File: config.mk
export PLATFORM = sky130hd
export DESIGN_NAME = truth_table_to_anf_core
export DESIGN_NICKNAME = d
export VERILOG_FILES = /design/src/rtl/core/ttanf_pkg.sv /design/src/rtl/core/truth_table_to_anf_core.sv /design/src/rtl/core/ttanf_ctrl.sv /design/src/rtl/core/ttanf_dp.sv
export VERILOG_INCLUDE_DIRS = /design/src /design/src/rtl/core
export SDC_FILE = /design/constraint.sdc
export NUM_CORES = 2
export LEC_CHECK = 0
export ABC_AREA = 1
export BUFFER_PORTS_ARGS = -buffer_cell sky130_fd_sc_hd__buf_2
export CELL_PAD_IN_SITES_DETAIL_PLACEMENT = 0
export CELL_PAD_IN_SITES_GLOBAL_PLACEMENT = 1
export CORE_MARGIN = 2
export CORE_UTILIZATION = 50
export DETAILED_ROUTE_END_ITERATION = 16
export PLACE_DENSITY = 0.82
export SYNTH_ARGS = -nofsm -noshare
export SYNTH_HDL_FRONTEND = slang
export SYNTH_SLANG_ARGS = --single-unit
File: constraint.sdc
create_clock -name i_clk -period 17.1 [get_ports i_clk]
set_clock_uncertainty 0.1 [all_clocks]
set_input_delay 1.71 -clock i_clk [delete_from_list [all_inputs] [get_ports i_clk]]
set_output_delay 1.71 -clock i_clk [all_outputs]
set_load 0.03 [all_outputs]
File: src/rtl/core/truth_table_to_anf_core_assert.svh
// assertion macros shared by the anf transform rtl
`ifndef TRUTH_TABLE_TO_ANF_CORE_ASSERT_SVH
`define TRUTH_TABLE_TO_ANF_CORE_ASSERT_SVH

// same-cycle implication, checked outside reset
`define TTANF_ASSERT_SAME(lbl, clk, rst_n, ante, cons, msg) \
    lbl: assert property (@(posedge clk) disable iff (!(rst_n)) (ante) |-> (cons)) \
        else $error(msg);

// next-cycle implication, checked outside reset
`define TTANF_ASSERT_NEXT(lbl, clk, rst_n, ante, cons, msg) \
    lbl: assert property (@(posedge clk) disable iff (!(rst_n)) (ante) |=> (cons)) \
        else $error(msg);

`endif

File: src/rtl/core/ttanf_pkg.sv
// shared types and constants of the anf transform core
package ttanf_pkg;

    localparam int CFG_W = 4;

    typedef struct packed {
        logic load;
        logic step;
        logic finish;
    } t_ctrl_cmd;

    typedef struct packed {
        logic pos_zero;
        logic sub_last;
        logic out_free;
    } t_dp_status;

endpackage

File: src/rtl/core/truth_table_to_anf_core.sv
// one item at a time: the input stalls from accept until the coefficient is finished
// index 0 goes straight to finish; any other index walks its proper subsets in the
// coefficient store, one read per cycle, then drains; finish waits for a free output register
// reset (synchronous, active low) clears the position, the variable count and the control state
// the coefficient store is not cleared; every entry is written before it is read
module truth_table_to_anf_core
    import ttanf_pkg::*;
#(
    parameter int MAX_VARS = 10
) (
    input  logic             i_clk,
    input  logic             i_rst_n,
    input  logic             i_cfg_valid,
    output logic             o_cfg_ready,
    input  logic [CFG_W-1:0] i_cfg_data,
    input  logic             i_in_valid,
    output logic             o_in_stall,
    input  logic             i_value_bit,
    output logic             o_out_valid,
    input  logic             i_out_stall,
    output logic             o_coefficient,
    output logic             o_last
);

    t_ctrl_cmd  w_cmd;
    t_dp_status w_status;

    assign o_cfg_ready = 1'b1;

    ttanf_ctrl u_ctrl (
        .i_clk      (i_clk),
        .i_rst_n    (i_rst_n),
        .i_in_valid (i_in_valid),
        .i_status   (w_status),
        .o_cmd      (w_cmd),
        .o_in_stall (o_in_stall)
    );

    ttanf_dp #(
        .MAX_VARS (MAX_VARS)
    ) u_dp (
        .i_clk         (i_clk),
        .i_rst_n       (i_rst_n),
        .i_cmd         (w_cmd),
        .o_status      (w_status),
        .i_cfg_we      (i_cfg_valid & o_cfg_ready),
        .i_cfg_data    (i_cfg_data),
        .i_value_bit   (i_value_bit),
        .i_out_stall   (i_out_stall),
        .o_out_valid   (o_out_valid),
        .o_coefficient (o_coefficient),
        .o_last        (o_last)
    );

endmodule

File: src/rtl/core/ttanf_ctrl.sv
// controller state machine of the anf transform core
`include "truth_table_to_anf_core_assert.svh"

module ttanf_ctrl
    import ttanf_pkg::*;
(
    input  logic       i_clk,
    input  logic       i_rst_n,
    input  logic       i_in_valid,
    input  t_dp_status i_status,
    output t_ctrl_cmd  o_cmd,
    output logic       o_in_stall
);

    localparam logic [1:0] ST_IDLE   = 2'd0;
    localparam logic [1:0] ST_SCAN   = 2'd1;
    localparam logic [1:0] ST_DRAIN  = 2'd2;
    localparam logic [1:0] ST_FINISH = 2'd3;

    logic [1:0] r_state;
    logic [1:0] n_state;

    always_comb begin
        n_state      = r_state;
        o_cmd.load   = 1'b0;
        o_cmd.step   = 1'b0;
        o_cmd.finish = 1'b0;
        case (r_state)
            ST_IDLE: begin
                if (i_in_valid) begin
                    o_cmd.load = 1'b1;
                    // index 0 has no proper subsets
                    n_state = i_status.pos_zero ? ST_FINISH : ST_SCAN;
                end
            end
            ST_SCAN: begin
                o_cmd.step = 1'b1;
                if (i_status.sub_last) begin
                    n_state = ST_DRAIN;
                end
            end
            ST_DRAIN: begin
                n_state = ST_FINISH;
            end
            ST_FINISH: begin
                if (i_status.out_free) begin
                    o_cmd.finish = 1'b1;
                    n_state      = ST_IDLE;
                end
            end
            default: begin
                n_state = ST_IDLE;
            end
        endcase
    end

    always_ff @(posedge i_clk) begin
        if (!i_rst_n) begin
            r_state <= ST_IDLE;
        end else begin
            r_state <= n_state;
        end
    end

    assign o_in_stall = (r_state != ST_IDLE);

    `TTANF_ASSERT_NEXT(a_load_leaves_idle, i_clk, i_rst_n, o_cmd.load, r_state != ST_IDLE, "load did not leave idle")
    `TTANF_ASSERT_SAME(a_one_cmd, i_clk, i_rst_n, 1'b1, $onehot0({o_cmd.load, o_cmd.step, o_cmd.finish}), "more than one command")
    `TTANF_ASSERT_NEXT(a_finish_to_idle, i_clk, i_rst_n, o_cmd.finish, !o_in_stall, "finish did not return to idle")

endmodule

File: src/rtl/core/ttanf_dp.sv
// datapath of the anf transform core: position, subset walk, coefficient store, output register
`include "truth_table_to_anf_core_assert.svh"

module ttanf_dp
    import ttanf_pkg::*;
#(
    parameter int MAX_VARS = 10
) (
    input  logic             i_clk,
    input  logic             i_rst_n,
    input  t_ctrl_cmd        i_cmd,
    output t_dp_status       o_status,
    input  logic             i_cfg_we,
    input  logic [CFG_W-1:0] i_cfg_data,
    input  logic             i_value_bit,
    input  logic             i_out_stall,
    output logic             o_out_valid,
    output logic             o_coefficient,
    output logic             o_last
);

    localparam int AW    = MAX_VARS;
    localparam int DEPTH = 1 << MAX_VARS;

    logic [CFG_W-1:0] r_num_vars;
    logic [AW-1:0]    r_position;
    logic [AW-1:0]    r_pos;
    logic [AW-1:0]    r_sub;
    logic             r_acc;
    logic             r_rd_vld;
    logic             r_rd_data;
    logic             r_store [DEPTH];
    logic             r_out_valid;
    logic             r_out_coef;
    logic             r_out_last;

    logic [4:0]       w_nv;
    logic [AW-1:0]    w_mask;
    logic [AW-1:0]    w_pos_cur;
    logic [AW-1:0]    w_sub_next;
    logic             w_is_last;

    // variable counts above MAX_VARS act as MAX_VARS
    assign w_nv = ({1'b0, r_num_vars} > 5'(MAX_VARS)) ? 5'(MAX_VARS) : {1'b0, r_num_vars};

    for (genvar g = 0; g < AW; g++) begin : g_mask
        assign w_mask[g] = (w_nv > 5'(g));
    end

    assign w_pos_cur  = r_position & w_mask;
    // next smaller subset of the current index
    assign w_sub_next = (r_sub - AW'(1)) & r_pos;
    assign w_is_last  = (r_pos == w_mask);

    assign o_status.pos_zero = (w_pos_cur == '0);
    assign o_status.sub_last = (w_sub_next == '0);
    assign o_status.out_free = !r_out_valid || !i_out_stall;

    always_ff @(posedge i_clk) begin
        if (!i_rst_n) begin
            r_num_vars <= '0;
        end else if (i_cfg_we) begin
            r_num_vars <= i_cfg_data;
        end
    end

    always_ff @(posedge i_clk) begin
        if (!i_rst_n) begin
            r_position <= '0;
        end else if (i_cmd.finish) begin
            r_position <= w_is_last ? '0 : ((r_pos + AW'(1)) & w_mask);
        end
    end

    always_ff @(posedge i_clk) begin
        if (i_cmd.load) begin
            r_pos <= w_pos_cur;
            r_sub <= w_pos_cur;
        end else if (i_cmd.step) begin
            r_sub <= w_sub_next;
        end
    end

    always_ff @(posedge i_clk) begin
        if (i_cmd.load) begin
            r_acc <= i_value_bit;
        end else if (r_rd_vld) begin
            r_acc <= r_acc ^ r_rd_data;
        end
    end

    always_ff @(posedge i_clk) begin
        if (!i_rst_n) begin
            r_rd_vld <= 1'b0;
        end else begin
            r_rd_vld <= i_cmd.step;
        end
    end

    always_ff @(posedge i_clk) begin
        if (i_cmd.finish) begin
            r_store[r_pos] <= r_acc;
        end
        if (i_cmd.step) begin
            r_rd_data <= r_store[w_sub_next];
        end
    end

    always_ff @(posedge i_clk) begin
        if (!i_rst_n) begin
            r_out_valid <= 1'b0;
        end else if (i_cmd.finish) begin
            r_out_valid <= 1'b1;
        end else if (!i_out_stall) begin
            r_out_valid <= 1'b0;
        end
    end

    always_ff @(posedge i_clk) begin
        if (i_cmd.finish) begin
            r_out_coef <= r_acc;
            r_out_last <= w_is_last;
        end
    end

    assign o_out_valid   = r_out_valid;
    assign o_coefficient = r_out_coef;
    assign o_last        = r_out_last;

    `TTANF_ASSERT_SAME(a_no_read_at_finish, i_clk, i_rst_n, i_cmd.finish, !r_rd_vld, "finish with read in flight")
    `TTANF_ASSERT_SAME(a_step_nonzero_pos, i_clk, i_rst_n, i_cmd.step, r_pos != '0, "subset walk on index zero")
    `TTANF_ASSERT_NEXT(a_finish_fills_out, i_clk, i_rst_n, i_cmd.finish, r_out_valid, "finish lost its item")

endmodule

==> results.yml <==
clocking:
  hold_buffers: 0
  clk_pin_slew_worst_paths_ps: 60
  cts_sinks: 1066
  clockRootBuffer: "clkbuf_16"
  tritoncts: "yes"
  ctsResizeCount: 0
  post_cts_buffers: 0
  cts_buffer_depth: 3
  clkLatencyLatePin_ps: 690
  numCtsBuffers: 111
  h-tree-depth: 3
flow_run:
  drv_cap: 0
route:
  vias_per_cell: 5.71
  vias: 36758
  routedWlPerCell_microns: 22.5
  dr.first_iter.drc_count: 4692
  ant_nets: 0
  drt-total-wl_microns: 145000
  drc: 0
  drt_first_pass_iters: 5
floorplan:
  num_io_pins: 15
  initial_core_util: 0.506
  die_w_microns: 320
  fp.dieH_microns: 320
  core_area_sq_um: 98600
  die_area_sq_um: 102000
  num_rows: 115
finish:
  instances_no_fill: 6441
  area_growth_pct: 8.04
  final_area_sq_um: 53900
  n_antenna_cell: 0
  layout.nets: 5083
  layout-drive-gt1-share: 0.0530
setup_path:
  critPathLaunchType: "flip-flop"
  worstSetupPathType: "reg -> reg"
  cp-end-kind: "flip-flop"
  cp_max_fo: 237
  critPathArrivalTime_ps: 6010
  crit_required_ps: 17440
place:
  place_inst: 6236
  portBuffers: 13
  gp_congestion: 0.824
  placed_cell_area_sq_um: 50500
  place.detailed.hpwl_microns: 68400
logic_synthesis:
  yosysWarnings: 0
  syn-cell-area_sq_um: 49900
  synth.area.top_cells: "edfxtp_1, nor2_1, nand2_1"
  ys_seq_area_frac: 0.638
  synthAdderAreaFrac: 0.00276
  synth_top_family_by_area: "simple AND/OR/NAND/NOR gates"
  synth_top_area_share: 0.631
  synth_cells: 5294
  syn_avg_cell_area_sq_um: 9.42
  synth_top_area_cell: "edfxtp_1"
  ys_ff_latch: 1066
  synth_nets: 5315
  synth_compound_area_frac: 0.0543
  ys_types: 36
  synth-xor-area-share: 0.00140
  yosys.area_share.simple: 0.226
  muxShareOfSynthArea: 0
pwr:
  power.internal_w: 0.00522
  vdd_ir_drop_max_uv: 216
  p_sw_w: 0.00300
  switching_share: 0.365
  combPwrFrac: 0.313
  clkPwrFrac: 0.281
  power_frac_seq: 0.406
  p_leak_nw: 19.4
  pwr_density_cell_nw_per_um2: 152
sta:
  setup-tns-final_ps: 0
  rsz0062_at_grt: "false"
  post-route-period-util: 0.332
  slew_violations: 0
  fin_crit_ps: 5670
  tightest_slew_ps: 1350
  timing_hold_violations_final: 0
  slew_headroom: 0.0960
  clock.fmax_mhz: 176
  final-setup-viol-count: 0
global_route:
  use_met2: 0.451
  use_met1: 0.387
  grt_max_degree: 263
  antenna_found_initial: 3
  grt_use_total: 0.280
  grt-busiest-layer: "met2"
  grt_util_met3: 0.0448
  overflow: 0
  grt_pass1_wl_microns: 214000
  grt_pass1_vias: 34016
status:
  status: "finished, final reports clean"
worst_hold_path:
  min_path_type: "reg -> reg"
-- path summary, 6_finish.rpt --
check	from	end	slack (ps)	depth (start not counted)
min	u_dp.r_position[4]	u_dp.r_position[4]	360	2
max reg2reg	u_dp.r_pos[0]	u_dp.r_rd_data	11430	17
max	u_dp.r_pos[0]	u_dp.r_rd_data	11430	17
min reg2reg	u_dp.r_position[4]	u_dp.r_position[4]	360	2
-- power groups by stage --
| stage | registers, W | clock network (W) | logic, W |
|---|---|---|---|
| 2_1_floorplan | 0.00393 | 0 | 0.00153 |
| 3_3_place_gp | 0.00338 | 0 | 0.00251 |
| 3_5_place_dp | 0.00338 | 0 | 0.00253 |
| 4_1_cts | 0.00333 | 0.00233 | 0.00254 |
| 5_1_grt | 0.00333 | 0.00243 | 0.00280 |
| 6_report | 0.00333 | 0.00231 | 0.00257 |
-- critical path: stages, from the launching register on --
cell and delay [ps]:
edfxtp_1 570, nand2_8 700, buf_12 650, buf_4 780, buf_12 680, nand2_1 110
nand3_1 120, nand3_1 90, nand3_1 120, nand3_1 120, nand3_1 120, nand2_1 100
nand2_1 60, nand2_1 50, nor2_1 270, nand2_1 120, nand3_1 100, nand2_1 60
-- metrics by stage --
stage,power (W),hold WS [ps],utilization,setup slack [ps]
floorplan,0.00546,341,-,2260
global placement,0.00589,351,0.512,11780
detailed placement,0.00592,356,0.512,11620
CTS,0.00820,366,0.547,11600
global route,0.00856,381,0.547,11180
finish,0.00821,363,0.547,11430
-- layout make-up --
type	instances	area, sq um
fill	8766	44700
sequential	1066	31800
multi-input combinational	3263	14400
clock buffer	154	3000
inverter	543	2050
tap	1287	1610
timing repair buffer	77	621
clock inverter	51	400
-- registers in the layout, summed over array words and instances (netlist names), 2 cells and up --
name,count
u_ctrl.r_state,2
u_dp.r_num_vars,4
u_dp.r_pos,10
u_dp.r_position,10
u_dp.r_store,1024
u_dp.r_sub,10
-- cell families (layout without fill, tap and decap cells) --
kind of cell / after synthesis / count (layout)
adder cells (fa/ha/maj): 11 / 11
buffers and inverters: 965 / 825
XOR/XNOR: 8 / 8
AND/OR/NAND/NOR: 2775 / 2775
flip-flops: 1066 / 1066
other: 1 / 1
AO/OA/AOI/OAI: 468 / 468
-- placed cells by master (no fill, tap or decap), types with 2 or more instances in the layout --
cell / instances
a21oi_1: 129
and3_1: 2
buf_12: 6
buf_2: 13
buf_4: 58
bufinv_16: 6
clkbuf_1: 40
clkbuf_16: 114
clkinv_1: 25
clkinv_2: 18
clkinvlp_4: 2
dfxtp_1: 18
edfxtp_1: 1048
ha_1: 11
inv_1: 532
inv_2: 6
inv_6: 3
nand2_1: 894
nand2_2: 18
nand2_4: 5
nand3_1: 604
nand3_2: 12
nand4_1: 5
nor2_1: 1196
nor2_2: 2
nor2_4: 2
nor3_1: 24
nor4_1: 3
o2111ai_1: 2
o211ai_1: 141
o21ai_0: 145
o21ai_1: 49
or2_2: 2
xor2_1: 7
-- cell usage after synthesis --
cell / number
buf_4: 29
nor2_4: 1
nand2_4: 1
dfxtp_1: 18
conb_1: 1
a21oi_1: 129
or2_2: 2
o2111ai_1: 2
nand3_1: 616
inv_1: 534
buf_2: 84
buf_1: 54
nor3_1: 25
clkinv_1: 3
ha_1: 11
nand4_1: 5
nand3_2: 1
o22ai_1: 1
xnor2_1: 1
xor2_1: 7
nor4_1: 3
nor4_2: 1
buf_6: 1
nand2_1: 917
o21ai_1: 49
and2_1: 1
o211ai_1: 141
a2111oi_0: 1
edfxtp_1: 1048
nor4b_1: 1
nor2_1: 1198
o21ai_0: 145
inv_2: 6
clkbuf_1: 254
nor2_2: 1
and3_1: 2
-- routing by layer --
metal / wire length [microns] / vias up / share of wire
met2: 67200 / 1552 / 0.46
met3: 13100 / 275 / 0.090
met5: 12 / - / 0.000083
met1: 59400 / 17958 / 0.41
li1: - / 16971 / -
met4: 5170 / 2 / 0.036
Note: power is estimated with default switching activity, not from simulation.
